**src/rtl/stt_pkg.sv**
```systemverilog
`timescale 1ns / 1ps
`default_nettype none

package stt_pkg;

  // Default table capacity
  localparam int DEPTH_DEF = 64;

  // Iteration counts of the shared arithmetic
  localparam int STEP_W     = 6;
  localparam int SQRT_STEPS = 33;
  localparam int DIV_STEPS  = 33;
  localparam int SQ_STEPS   = 4;
  localparam int MUL_STEPS  = 3;
  localparam int NUM_PTS    = 6;

  // Opcodes
  localparam logic OP_SPAWN = 1'b0;
  localparam logic OP_TICK  = 1'b1;

  // Result status codes
  localparam logic [1:0] ST_POINTS  = 2'd0;
  localparam logic [1:0] ST_SPAWNED = 2'd1;
  localparam logic [1:0] ST_DROPPED = 2'd2;

  // Configuration register indexes
  localparam logic CFG_SEG_LEN = 1'b0;
  localparam logic CFG_SPEED   = 1'b1;

  localparam logic [30:0] SEG_LEN_RST = 31'd65536;
  localparam logic [30:0] SPEED_RST   = 31'd65536;

  // Commands from the controller to the datapath
  typedef struct packed {
    logic              take;
    logic              spawn;
    logic              rd;
    logic              ld;
    logic              sq;
    logic              rt_init;
    logic              rt;
    logic              mul;
    logic              div;
    logic              div_last;
    logic              fill;
    logic [STEP_W-1:0] step;
    logic [2:0]        pt;
  } stt_cmd_t;

  // Status from the datapath to the controller
  typedef struct packed {
    logic live_zero;
    logic acc_zero;
    logic last_entry;
  } stt_stat_t;

endpackage

`default_nettype wire

```
**src/rtl/stt_ctrl.sv**
```systemverilog
`timescale 1ns / 1ps
`default_nettype none

module stt_ctrl
  import stt_pkg::*;
#(
  parameter int TABLE_DEPTH = DEPTH_DEF,
  localparam int IDX_W = (TABLE_DEPTH > 1) ? $clog2(TABLE_DEPTH) : 1
) (
  input  logic             clk,
  input  logic             rst_n,
  input  logic             in_valid,
  input  logic             in_opcode,
  output logic             in_stall,
  output logic             out_valid,
  input  logic             out_stall,
  input  stt_stat_t        stat,
  output stt_cmd_t         cmd,
  output logic [IDX_W-1:0] idx
);

  typedef enum logic [9:0] {
    S_IDLE  = 10'b0000000001,
    S_SPAWN = 10'b0000000010,
    S_RD    = 10'b0000000100,
    S_LD    = 10'b0000001000,
    S_SQ    = 10'b0000010000,
    S_RTI   = 10'b0000100000,
    S_RT    = 10'b0001000000,
    S_MUL   = 10'b0010000000,
    S_DIV   = 10'b0100000000,
    S_OUT   = 10'b1000000000
  } state_t;

  state_t            state_r, state_nxt;
  logic [STEP_W-1:0] step_r, step_nxt;
  logic [2:0]        pt_r, pt_nxt;
  logic [IDX_W-1:0]  idx_r, idx_nxt;

  // Sequence one item through the datapath
  always_comb begin
    state_nxt    = state_r;
    step_nxt     = step_r;
    pt_nxt       = pt_r;
    idx_nxt      = idx_r;
    in_stall     = 1'b1;
    out_valid    = 1'b0;
    cmd          = '0;
    cmd.step     = step_r;
    cmd.pt       = pt_r;
    case (state_r)
      S_IDLE: begin
        in_stall = 1'b0;
        if (in_valid) begin
          cmd.take = 1'b1;
          if (in_opcode == OP_SPAWN) begin
            state_nxt = S_SPAWN;
          end else if (!stat.live_zero) begin
            idx_nxt   = '0;
            state_nxt = S_RD;
          end
        end
      end
      S_SPAWN: begin
        cmd.spawn = 1'b1;
        state_nxt = S_OUT;
      end
      S_RD: begin
        cmd.rd    = 1'b1;
        state_nxt = S_LD;
      end
      S_LD: begin
        cmd.ld    = 1'b1;
        step_nxt  = '0;
        state_nxt = S_SQ;
      end
      S_SQ: begin
        cmd.sq   = 1'b1;
        step_nxt = step_r + STEP_W'(1);
        if (step_r == STEP_W'(SQ_STEPS - 1)) begin
          state_nxt = S_RTI;
        end
      end
      S_RTI: begin
        cmd.rt_init = 1'b1;
        step_nxt    = '0;
        if (stat.acc_zero) begin
          cmd.fill  = 1'b1;
          state_nxt = S_OUT;
        end else begin
          state_nxt = S_RT;
        end
      end
      S_RT: begin
        cmd.rt = 1'b1;
        if (step_r == STEP_W'(SQRT_STEPS - 1)) begin
          step_nxt  = '0;
          pt_nxt    = '0;
          state_nxt = S_MUL;
        end else begin
          step_nxt = step_r + STEP_W'(1);
        end
      end
      S_MUL: begin
        cmd.mul = 1'b1;
        if (step_r == STEP_W'(MUL_STEPS - 1)) begin
          step_nxt  = '0;
          state_nxt = S_DIV;
        end else begin
          step_nxt = step_r + STEP_W'(1);
        end
      end
      S_DIV: begin
        cmd.div = 1'b1;
        if (step_r == STEP_W'(DIV_STEPS - 1)) begin
          cmd.div_last = 1'b1;
          step_nxt     = '0;
          if (pt_r == 3'(NUM_PTS - 1)) begin
            state_nxt = S_OUT;
          end else begin
            pt_nxt    = pt_r + 3'd1;
            state_nxt = S_MUL;
          end
        end else begin
          step_nxt = step_r + STEP_W'(1);
        end
      end
      S_OUT: begin
        out_valid = 1'b1;
        if (!out_stall) begin
          if (stat.last_entry) begin
            state_nxt = S_IDLE;
          end else begin
            idx_nxt   = idx_r + IDX_W'(1);
            state_nxt = S_RD;
          end
        end
      end
      default: begin
        state_nxt = S_IDLE;
      end
    endcase
  end

  // Hold state and counters
  always_ff @(posedge clk) begin
    if (!rst_n) begin
      state_r <= S_IDLE;
      step_r  <= '0;
      pt_r    <= '0;
      idx_r   <= '0;
    end else begin
      state_r <= state_nxt;
      step_r  <= step_nxt;
      pt_r    <= pt_nxt;
      idx_r   <= idx_nxt;
    end
  end

  assign idx = idx_r;

endmodule

`default_nettype wire

```
**config.mk**
```make
export PLATFORM = sky130hd
export DESIGN_NAME = stt_ctrl
export DESIGN_NICKNAME = d
export VERILOG_FILES = /design/src/rtl/stt_pkg.sv /design/src/rtl/stt_ctrl.sv
export SDC_FILE = /design/constraint.sdc
export NUM_CORES = 1
export LEC_CHECK = 0
export BUFFER_PORTS_ARGS = -buffer_cell sky130_fd_sc_hd__buf_2
export CAP_MARGIN = 5
export CORE_MARGIN = 4
export CORE_UTILIZATION = 35
export DETAILED_ROUTE_END_ITERATION = 10
export PLACE_DENSITY = 0.64
export SLEW_MARGIN = 40
export SYNTH_ARGS = -nofsm -noshare
export SYNTH_HDL_FRONTEND = slang
export SYNTH_SLANG_ARGS = --single-unit
```
**constraint.sdc**
```tcl
create_clock -name clk -period 2.25 [get_ports clk]
set_input_delay 0.45 -clock clk [delete_from_list [all_inputs] [get_ports clk]]
set_output_delay 0.45 -clock clk [all_outputs]
set_load 0.05 [all_outputs]
```
Yosys cells after proc, flatten, opt, wreduce, memory -nomap -nowiden

Index checks and enable logic that the tools add are counted.

$add $sub $neg: 3
Muxes and demuxes: 40
Reductions and logical operators: 8
Eq/ne operators: 25

Operators by type and width:

| operator                                                                | number |
|---|---|
| 10-bit two-way mux                                                      | 10 |
| 10-bit case mux with 10 select lines                                    | 1 |
| 6-bit two-way mux                                                       | 7 |
| 6-bit case mux with 4 select lines                                      | 1 |
| 2-bit != test (second input constant)                                   | 10 |
| 1-bit two-way mux                                                       | 14 |
| 6-bit by 1-bit adder with 6-bit output (second input constant)          | 2 |
| 6-bit by 2-bit equality test with 1-bit output (second input constant)  | 2 |
| 3-bit two-way mux                                                       | 4 |
| 6-bit case mux with 2 select lines                                      | 1 |
| 10-bit by 1-bit equality test with 1-bit output (second input constant) | 1 |
| 10-bit equality test (second input constant)                            | 1 |
| 10-bit by 2-bit equality test with 1-bit output (second input constant) | 1 |
| 10-bit by 3-bit equality test with 1-bit output (second input constant) | 1 |
| 10-bit by 4-bit equality test with 1-bit output (second input constant) | 1 |
| 10-bit by 5-bit equality test with 1-bit output (second input constant) | 1 |
| 10-bit by 6-bit equality test with 1-bit output (second input constant) | 1 |
| 10-bit by 7-bit equality test with 1-bit output (second input constant) | 1 |
| 10-bit by 8-bit equality test with 1-bit output (second input constant) | 1 |
| 10-bit by 9-bit equality test with 1-bit output (second input constant) | 1 |
| 7-bit AND reduction                                                     | 1 |
| 6-bit equality test (second input constant)                             | 1 |
| 3-bit case mux with 2 select lines                                      | 1 |
| 6-bit AND reduction                                                     | 1 |
| other kinds (8)                                                         | 10 |

Output and inout port bits: 28
Register bits: 25

Longest topological paths before layout

Gate-level depths: netlist of the first run.

Depth in word-level cells: 4
Gate-level depth with buffers: 7
Depth with buffers taken out: 6

Worst setup path before layout of the first run

OpenSTA, ideal clock, no wires.

Kind: register to output
Start: reg state_r[8]
End: out cmd[9] (netlist bit)
Path buffers: 1
Slack: -1.027 ns
Stages on the path, launching flop included: 6
Arrival time: 2.827 ns
Path through: dfxtp_1 > buf_2 > nor4_1 > nand3_1 > nor3b_1 > and2_1

RTL lines:

| item                   | RTL line        | RTL |
|---|---|---|
| from (decl)            | stt_ctrl.sv:35  | `state_t state_r, state_nxt;` |
| from (signal assigned) | stt_ctrl.sv:153 | `state_r <= state_nxt;` |
| to (decl)              | stt_ctrl.sv:18  | `output stt_cmd_t cmd,` |

==> results of run 1 <==
==> cells in the mapped netlist (all sizes together) (3+ instances only) <==
| master | number |
|---|---|
| nand3 | 13 |
| nand4 | 4 |
| ha | 6 |
| and2 | 5 |
| dfxtp | 25 |
| nor3 | 9 |
| o21a | 3 |
| nand2 | 10 |
| nor3b | 3 |
| and3 | 3 |
| a21oi | 13 |
| nor4 | 4 |
| o31ai | 3 |
| a211oi | 3 |
| a31oi | 4 |
| buf | 4 |
| or4 | 4 |
| inv | 9 |
| o21ai | 9 |
| or3 | 3 |
| clkbuf | 3 |
| nor2 | 19 |
==> sequential cells by signal, indices dropped and copies added, names as in the netlist <==
signal / cells
pt_r: 3
idx: 6
step_r: 6
state_r: 10
==> per-stage QoR <==
step           setup TNS [ns]  setup WS [ns]
2_1_floorplan          -0.467         -0.303
3_3_place_gp                0          0.118
3_5_place_dp                0         0.0924
4_1_cts              -0.00336       -0.00336
5_1_grt               -0.0922        -0.0492
6_report                    0         0.0110
==> power breakdown <==
| part | total, mW | switching (mW) | internal, mW |
|---|---|---|---|
| sequential | 0.506 | 0.0413 | 0.465 |
| clock | 0.287 | 0.163 | 0.125 |
| combinational | 0.603 | 0.363 | 0.240 |
| total | 1.40 | 0.567 | 0.830 |
==> how the worst max path moves through the flow <==
stage                                         end  cells past startpoint  slack [ns]                    start
final                                     cmd[13]                      3        0.01  state_r[1]$_SDFFE_PN0P_
after global placement    state_r[5]$_SDFFE_PN0P_                      6        0.12  state_r[1]$_SDFFE_PN0P_
after global routing                      cmd[13]                      3       -0.05  state_r[1]$_SDFFE_PN0P_
after floorplan                            cmd[9]                      5       -0.30  state_r[6]$_SDFFE_PN0P_
after detailed placement  state_r[5]$_SDFFE_PN0P_                      6        0.09  state_r[1]$_SDFFE_PN0P_
after CTS                                 cmd[13]                      3      -0.003  state_r[7]$_SDFFE_PN0P_
==> per-layer routing <==
| layer | vias up | GRT usage |
|---|---|---|
| met5 | - | 0 |
| met4 | 0 | 0.0388 |
| met3 | 8 | 0.0237 |
| met2 | 42 | 0.262 |
| met1 | 786 | 0.231 |
| li1 | 824 | - |
==> worst max-delay path, cell delays in order, from the launching register on <==
cell	delay [ns]
dfxtp_4	0.39
or4_4	0.62
nor4b_4	0.30
buf_6	0.20
==> what timing repair did <==
| action | 4_1_cts | 5_1_grt |
|---|---|---|
| buffers inserted | 2 | 2 |
| setup endpoints to repair | 11 | 14 |
| endpoints found under the hold margin | 0 | 0 |
| gates resized for setup | 11 | 24 |
| pin swaps | 2 | 8 |
| hold buffers | 0 | 0 |
==> layout make-up <==
| cell class | instances | share of cell area |
|---|---|---|
| clock buffers | 3 | 0.0192 |
| clock inverters | 1 | 0.00232 |
| multi-input cells | 151 | 0.522 |
| inverters | 9 | 0.0157 |
| well taps | 52 | 0.0302 |
| repair buffers | 55 | 0.173 |
| flip-flops and latches | 25 | 0.238 |
==> kinds of logic after synthesis <==
group / Yosys count / synth area share
AOI/OAI and AO/OA: 52 / 0.237
adders and majority gates: 6 / 0.0470
and+or+nand+nor: 88 / 0.326
xor gates and xnor gates: 4 / 0.0219
buffers and inverters: 16 / 0.0486
DFF: 25 / 0.313
muxes: 1 / 0.00627
==> results_dict.tcl, run 1 <==
set metrics [dict create \
    grt_pass1_vias 1541 \
    rsz0062_at_grt "yes" \
    fin_total_pwr_mw 1.40 \
    hp-start "in_opcode" \
    cts.clk_slew.worst_paths_ns 0.09 \
    wl_met3_um 228 \
    cts-root-buf "clkbuf_8" \
    ys_top_cells_by_area "dfxtp_1 (31%), ha_1 (4.7%), nor2_1 (4.5%), a21oi_1 (4.1%), nand3_1 (4.1%)" \
    synth_edf_count 0 \
    synthFlopType "dfxtp_1" \
    synth.distinct_cells 55 \
    worst_setup_path_end_kind "primary output" \
    powerDensity_nw_per_um2 649 \
    portBuffers 35 \
    fill_cells 436 \
    synth.top_cell.area_share 0.313 \
    chipHeight_um 75.5 \
    grt_pass1_wl_mm 7.23 \
    cts_sinks 25 \
    dieArea_um2 5710 \
    tritoncts.num_buffers 3 \
    die_x_um 75.5 \
    cts_buffer_depth 2 \
    hpwl_mm 3.38 \
    hold_depth 2 \
    max_slew.worst_pin.slew_ns 0.457 \
    timing_hold_violations_final 0 \
    r2r-end "state_r[5]$_SDFFE_PN0P_" \
    holdPathEnd "state_r[1]$_SDFFE_PN0P_" \
    synth_top_area_cell "dfxtp_1" \
    status "completed" \
    cp-start-kind "register" \
    ys_seq_area_frac 0.313 \
    antenna_cells 0 \
    track_usage 0.163 \
    relSlewSlack 0.694 \
    final_cell_mix "buf_2 (25), buf_4 (23), dfxtp_1 (18)" \
    cap_violations 0 \
    r2r_start "state_r[1]$_SDFFE_PN0P_" \
    layout.cells.most_common "buf_2" \
    hold-worst-slack_ns 0.365 \
    hp-class "input port to register" \
    placedInstanceArea_um2 1980 \
    dp_cells 288 \
    synth.avg_cell_area_um2 8.32 \
    grt_max_degree 21 \
    required_ns 1.80 \
    yosys_warnings 0 \
    row_count 24 \
    wl_mm 4.47 \
    routed.top_layer "met4" \
    ys_ff_latch 25 \
    fin_area_um2 2150 \
    cp_data_arrival_time_ns 1.79 \
    reg2reg_depth 6 \
    dr_wl_met2_mm 2.07 \
    wl_per_cell_um 15.1 \
    drive_above_1_share 0.385 \
    drtAntennaViolNets 0 \
    path_max_fanout 7 \
    initial_utilization 0.364 \
    regArea_um2 512 \
    htreeDepth 1 \
    post-route-util 0.491 \
    design.final.nets 259 \
    fin_crit_sh 0.995 \
    stdcell_count 296 \
    area_growth_pct 34.9 \
    syn_nets 206 \
    peakVddDrop_uv 260 \
    maxSlewViolCount 0 \
    viasPerCell 5.61 \
    synth_area_um2 1600 \
    core-area_um2 4380 \
    critPathKind "register to primary output" \
    wl_met1_mm 2.09 \
    grt.overflow.total 0 \
    drc 0 \
    min_period_ns 2.24 \
    clkLatencyLatePin_ns 0.28 \
    cts_tree "done" \
    routabilityCongestion 0.904 \
    multiInputGateArea_um2 1120 \
    io_pins 36 \
    syn_inst 192 \
    antenna_found_initial 0 \
    power.leakage_nw 0.871 \
    worst_clock_skew_ns 0.00722 \
    reg2reg_slack_ns 0.13 \
    postSynth.asyncResetShare 0 \
    drtIter0Drc 82 \
    firstDrtPassIters 4 \
    vias 1660 \
    max_freq_mhz 447 \
    setup_viol 0 \
]
No activity file was read; power rests on OpenSTA's default activity.
==> run 2, diff against run 1 <==
--- a/config.mk
+++ b/config.mk
@@ -7,10 +7,10 @@
 export LEC_CHECK = 0
 export BUFFER_PORTS_ARGS = -buffer_cell sky130_fd_sc_hd__buf_2
 export CAP_MARGIN = 5
-export CORE_MARGIN = 4
+export CORE_MARGIN = 8
 export CORE_UTILIZATION = 35
 export DETAILED_ROUTE_END_ITERATION = 10
-export PLACE_DENSITY = 0.64
+export PLACE_DENSITY = 0.62
 export SLEW_MARGIN = 40
 export SYNTH_ARGS = -nofsm -noshare
 export SYNTH_HDL_FRONTEND = slang
==> constraint.sdc (replaced) <==
create_clock -name clk -period 2.4 [get_ports clk]
set_input_delay 0.48 -clock clk [delete_from_list [all_inputs] [get_ports clk]]
set_output_delay 0.48 -clock clk [all_outputs]
set_load 0.05 [all_outputs]
==> results_dict.tcl, run 2 (synthesis gave the netlist of run 1 again) <==
set metrics [dict create \
    fin_ws_ns 0.0514 \
    cts.clk_slew.worst_paths_ns 0.09 \
    antenna_found_initial 0 \
    cap_violations 0 \
    crit_chain "nor4_4, nand3_2, nor3b_4, and2_1, clkbuf_4" \
    wl_per_cell_um 15.7 \
    worst_clock_skew_ns 0.00247 \
    area_growth_pct 29.0 \
    layout.cells.most_common "buf_2" \
    clkLatencyLatePin_ns 0.27 \
    tritoncts.num_buffers 3 \
    cts_buffer_depth 2 \
    die_x_um 83.5 \
    fin_crit_sh 0.979 \
    p_int_uw 745 \
    reg2reg_slack_ns 0.16 \
    final_cell_mix "buf_2 (27), dfxtp_1 (22), nor2_1 (19)" \
    cp-start-kind "register" \
    hp-class "input port to register" \
    track_usage 0.128 \
    top_register "state_r" \
    hp-start "in_opcode" \
    pwr-share-seq 0.381 \
    core-area_um2 4380 \
    row_count 24 \
    design.final.nets 253 \
    cp_num_buf_inv 1 \
    htreeDepth 1 \
    worst_setup_path_end_kind "primary output" \
    drtIter0Drc 59 \
    setup_tns_ns 0 \
    vias 1619 \
    powerDensity_nw_per_um2 607 \
    grt.overflow.total 0 \
    status "completed" \
    relSlewSlack 0.716 \
    ctsHoldBuffers 0 \
    wl_mm 4.56 \
    min_period_ns 2.35 \
    hpwl_mm 3.36 \
    critPathKind "register to primary output" \
    grt_pass1_vias 1622 \
    cp_top_family "simple AND/OR/NAND/NOR gates" \
    fin_total_pwr_mw 1.25 \
    dieArea_um2 6980 \
    grt_pass1_wl_mm 7.71 \
    routabilityCongestion 0.768 \
    max_slew.worst_pin.slew_ns 0.416 \
    max_stage_delay_ns 0.39 \
    p_sw_frac 0.404 \
    pre_cts_slack_ns 0.137 \
    pwr-share-clk 0.203 \
    largest_register_ffs 10 \
    grt_max_degree 21 \
    peakVddDrop_uv 361 \
    stdcell_count 290 \
    io_pins 36 \
    cts-root-buf "clkbuf_8" \
    max_freq_mhz 426 \
    drtAntennaViolNets 0 \
    setup_viol 0 \
    cts_tree "done" \
    crit_cells 5 \
    dp_cells 280 \
    drive_above_1_share 0.328 \
    initial_utilization 0.364 \
    fill_cells 451 \
    r2r-end "state_r[5]$_SDFFE_PN0P_" \
    p_comb_frac 0.415 \
    maxSlewViolCount 0 \
    timing_hold_violations_final 0 \
    path_max_fanout 8 \
    holdPathEnd "state_r[1]$_SDFFE_PN0P_" \
    chipHeight_um 83.5 \
    required_ns 1.92 \
    drc 0 \
    power.leakage_nw 0.834 \
    antenna_cells 0 \
    firstDrtPassIters 4 \
    r2r_start "state_r[4]$_SDFFE_PN0P_" \
    portBuffers 35 \
    crit_slowest_cell "dfxtp_2" \
    cts_sinks 25 \
    hold-worst-slack_ns 0.424 \
    netSwitchingPower_uw 504 \
    cp_data_arrival_time_ns 1.87 \
    hold_depth 2 \
    viasPerCell 5.58 \
    reg2reg_depth 6 \
]
run 2: cell count changes in the layout (fill, tap and decap cells not counted), moves of 2 or more:
cell      change
nor2_1        +2
buf_2         +2
dfxtp_1       +4
buf_4         -6
nor2_2        -2
buf_6         -5
dfxtp_2       -3
clkbuf_4      +3
run 2: worst max-delay path by stage:
| stage | slack (ns) | start | end |
|---|---|---|---|
| finish | 0.05 | state_r[6]$_SDFFE_PN0P_ | cmd[9] |
| global placement | 0.11 | state_r[6]$_SDFFE_PN0P_ | cmd[9] |
| global route | -0.04 | state_r[6]$_SDFFE_PN0P_ | cmd[9] |
| detailed placement | 0.14 | state_r[6]$_SDFFE_PN0P_ | cmd[9] |
| CTS | 0.004 | state_r[5]$_SDFFE_PN0P_ | cmd[13] |
| floorplan | -0.34 | state_r[6]$_SDFFE_PN0P_ | cmd[9] |
run 2: area by class of cell:
cell class | instances | area (µm²) | share of cell area
multi-input combinational | 151 | 1110 | 0.538
sequential | 25 | 504 | 0.245
timing repair buffer | 49 | 304 | 0.148
tap | 52 | 65.1 | 0.0316
clock buffer | 4 | 45.0 | 0.0219
inverter | 9 | 33.8 | 0.0164
run 2: metrics by stage:
stage | util | cell area, µm²
2_1_floorplan | - | 1640
4_1_cts | 0.454 | 1990
5_1_grt | 0.470 | 2060
3_3_place_gp | 0.432 | 1900
3_5_place_dp | 0.432 | 1900
6_report | 0.470 | 2060
run 2: power groups by stage:
stage / registers (mW) / logic, mW / clock network (mW)
6_report: 0.476 / 0.519 / 0.254
5_1_grt: 0.481 / 0.557 / 0.280
4_1_cts: 0.473 / 0.487 / 0.262
3_5_place_dp: 0.476 / 0.470 / 0
3_3_place_gp: 0.476 / 0.468 / 0
2_1_floorplan: 0.459 / 0.386 / 0
run 2: repair_timing:
action                                 4_1_cts  5_1_grt
buffers inserted                             1        5
gates resized for setup                     10       10
endpoints found under the hold margin        0        0
setup endpoints to repair                    8       12
pin swaps                                    1        6
run 2: routing by layer:
metal / part of all wire / vias to the layer above / GRT usage / wire length (µm)
li1: - / 816 / - / -
met1: 0.47 / 757 / 0.162 / 2140
met2: 0.47 / 39 / 0.209 / 2140
met3: 0.052 / 7 / 0.0313 / 238
met4: 0.0099 / 0 / 0.0330 / 45
met5: 0 / - / 0 / 0
==> run 3, diff against run 2 <==
--- a/config.mk
+++ b/config.mk
@@ -7,6 +7,7 @@
 export LEC_CHECK = 0
 export BUFFER_PORTS_ARGS = -buffer_cell sky130_fd_sc_hd__buf_2
 export CAP_MARGIN = 5
+export CORE_ASPECT_RATIO = 0.6
 export CORE_MARGIN = 8
 export CORE_UTILIZATION = 35
 export DETAILED_ROUTE_END_ITERATION = 10
==> results_dict.tcl, run 3 (synthesis gave the netlist of run 1 again) <==
set metrics [dict create \
    power.leakage_nw 0.829 \
    cts-root-buf "clkbuf_8" \
    initial_utilization 0.357 \
    setup_viol 0 \
    pwr-share-clk 0.201 \
    cts_buffer_depth 2 \
    p_comb_frac 0.421 \
    io_pins 36 \
    netSwitchingPower_uw 506 \
    powerDensity_nw_per_um2 617 \
    tritoncts.num_buffers 3 \
    worst_clock_skew_ns 0.00364 \
    firstDrtPassIters 4 \
    top_register "state_r" \
    drive_above_1_share 0.315 \
    peakVddDrop_uv 286 \
    cts.clk_slew.worst_paths_ns 0.09 \
    drtIter0Drc 151 \
    area_growth_pct 28.9 \
    antenna_found_initial 0 \
    p_int_uw 764 \
    ctsHoldBuffers 0 \
    hpwl_mm 3.52 \
    fin_area_um2 2060 \
    antenna_cells 0 \
    relSlewSlack 0.705 \
    fin_crit_sh 0.982 \
    wl_per_cell_um 15.2 \
    hp-class "input port to register" \
    grt_pass1_vias 1442 \
    drc 0 \
    reg2reg_slack_ns 0.14 \
    min_period_ns 2.36 \
    core-area_um2 4470 \
    layout.cells.most_common "buf_2" \
    pre_cts_slack_ns 0.0223 \
    cts_sinks 25 \
    status "completed" \
    cts_tree "done" \
    dieArea_um2 7050 \
    grt_max_degree 21 \
    grt_pass1_wl_mm 7.23 \
    track_usage 0.131 \
    p_sw_frac 0.399 \
    clkLatencyLatePin_ns 0.27 \
    wl_mm 4.57 \
    worst_setup_path_end_kind "primary output" \
    viasPerCell 5.36 \
    setup_tns_ns 0 \
    rsz0062_at_grt "yes" \
    required_ns 1.92 \
    portBuffers 35 \
    grt.overflow.total 0 \
    die_x_um 103 \
    cp-start-kind "register" \
    max_freq_mhz 424 \
    placedInstanceArea_um2 1910 \
    cap_violations 0 \
    pwr-share-seq 0.378 \
    final_cell_mix "buf_2 (29), dfxtp_1 (23), nor2_1 (19)" \
    cp_data_arrival_time_ns 1.88 \
    maxSlewViolCount 0 \
    design.final.nets 253 \
    timing_hold_violations_final 0 \
    largest_register_ffs 10 \
    drtAntennaViolNets 0 \
    max_slew.worst_pin.slew_ns 0.439 \
    fin_ws_ns 0.0432 \
    htreeDepth 1 \
    chipHeight_um 68.3 \
    path_max_fanout 4 \
    routabilityCongestion 0.897 \
    critPathKind "register to primary output" \
    vias 1613 \
    row_count 19 \
]
[run 3: changes by cell type in the layout (fill, tap and decap cells not counted)]
cell / previous run / this run
dfxtp_1: 22 / 23
dfxtp_2: 3 / 2
a2111oi_2: 0 / 1
nor4_2: 1 / 0
nand3_2: 1 / 0
or4_4: 3 / 2
a2111oi_0: 1 / 0
clkbuf_4: 4 / 3
buf_2: 27 / 29
or4_1: 1 / 2
nand3_1: 12 / 13
nor4_1: 1 / 2
buf_4: 17 / 16
[run 3: stage by stage]
step                utilization  hold WS [ns]  instances  total power, mW
floorplan                     -         0.559        192            0.845
global placement          0.427         0.472        291            0.939
detailed placement        0.427         0.472        291            0.937
CTS                       0.444         0.415        297             1.22
global route              0.461         0.423        301             1.34
finish                    0.461         0.412        301             1.27
[run 3: power by group through the flow]
stage / clock [mW] / combinational, mW / sequential (mW)
finish: 0.255 / 0.535 / 0.480
global route: 0.278 / 0.578 / 0.485
CTS: 0.267 / 0.481 / 0.471
detailed placement: 0 / 0.458 / 0.479
global placement: 0 / 0.459 / 0.480
floorplan: 0 / 0.386 / 0.459
[run 3: path summary, 6_finish.rpt]
kind / startpoint / to / cells past startpoint
setup / recovery: state_r[6]$_SDFFE_PN0P_ / cmd[18] / 4
hold reg to reg: idx[4]$_SDFFE_PN0P_ / idx[4]$_SDFFE_PN0P_ / 1
hold / removal: in_opcode / state_r[1]$_SDFFE_PN0P_ / 2
setup reg to reg: state_r[5]$_SDFFE_PN0P_ / state_r[3]$_SDFFE_PN0P_ / 6
[run 3: cell type report]
cell class	instances	area, µm²
Clock buffer	4	45.0
Fill cell	473	2410
Inverter	9	33.8
Multi-Input combinational cell	151	1100
Sequential cell	25	503
Tap cell	63	78.8
Timing Repair Buffer	49	299
[run 3: timing repair]
action / CTS / global route
resized for setup: 4 / 13
buffers inserted: 2 / 4
setup endpoints to repair: 7 / 16
pin swaps: 1 / 2
[run 3: layer usage]
layer | GRT usage | part of all wire | routed length [µm]
met1 | 0.202 | 0.54 | 2480
met2 | 0.175 | 0.39 | 1770
met3 | 0.0355 | 0.066 | 302
met4 | 0.0161 | 0.0028 | 13
met5 | 0 | 0 | 0
[run 3: critical path: stages (launching register included)]
cell     delay [ns]
dfxtp_1        0.37
nor4_4         0.32
nand3_1        0.18
nor3_1         0.38
buf_2          0.35
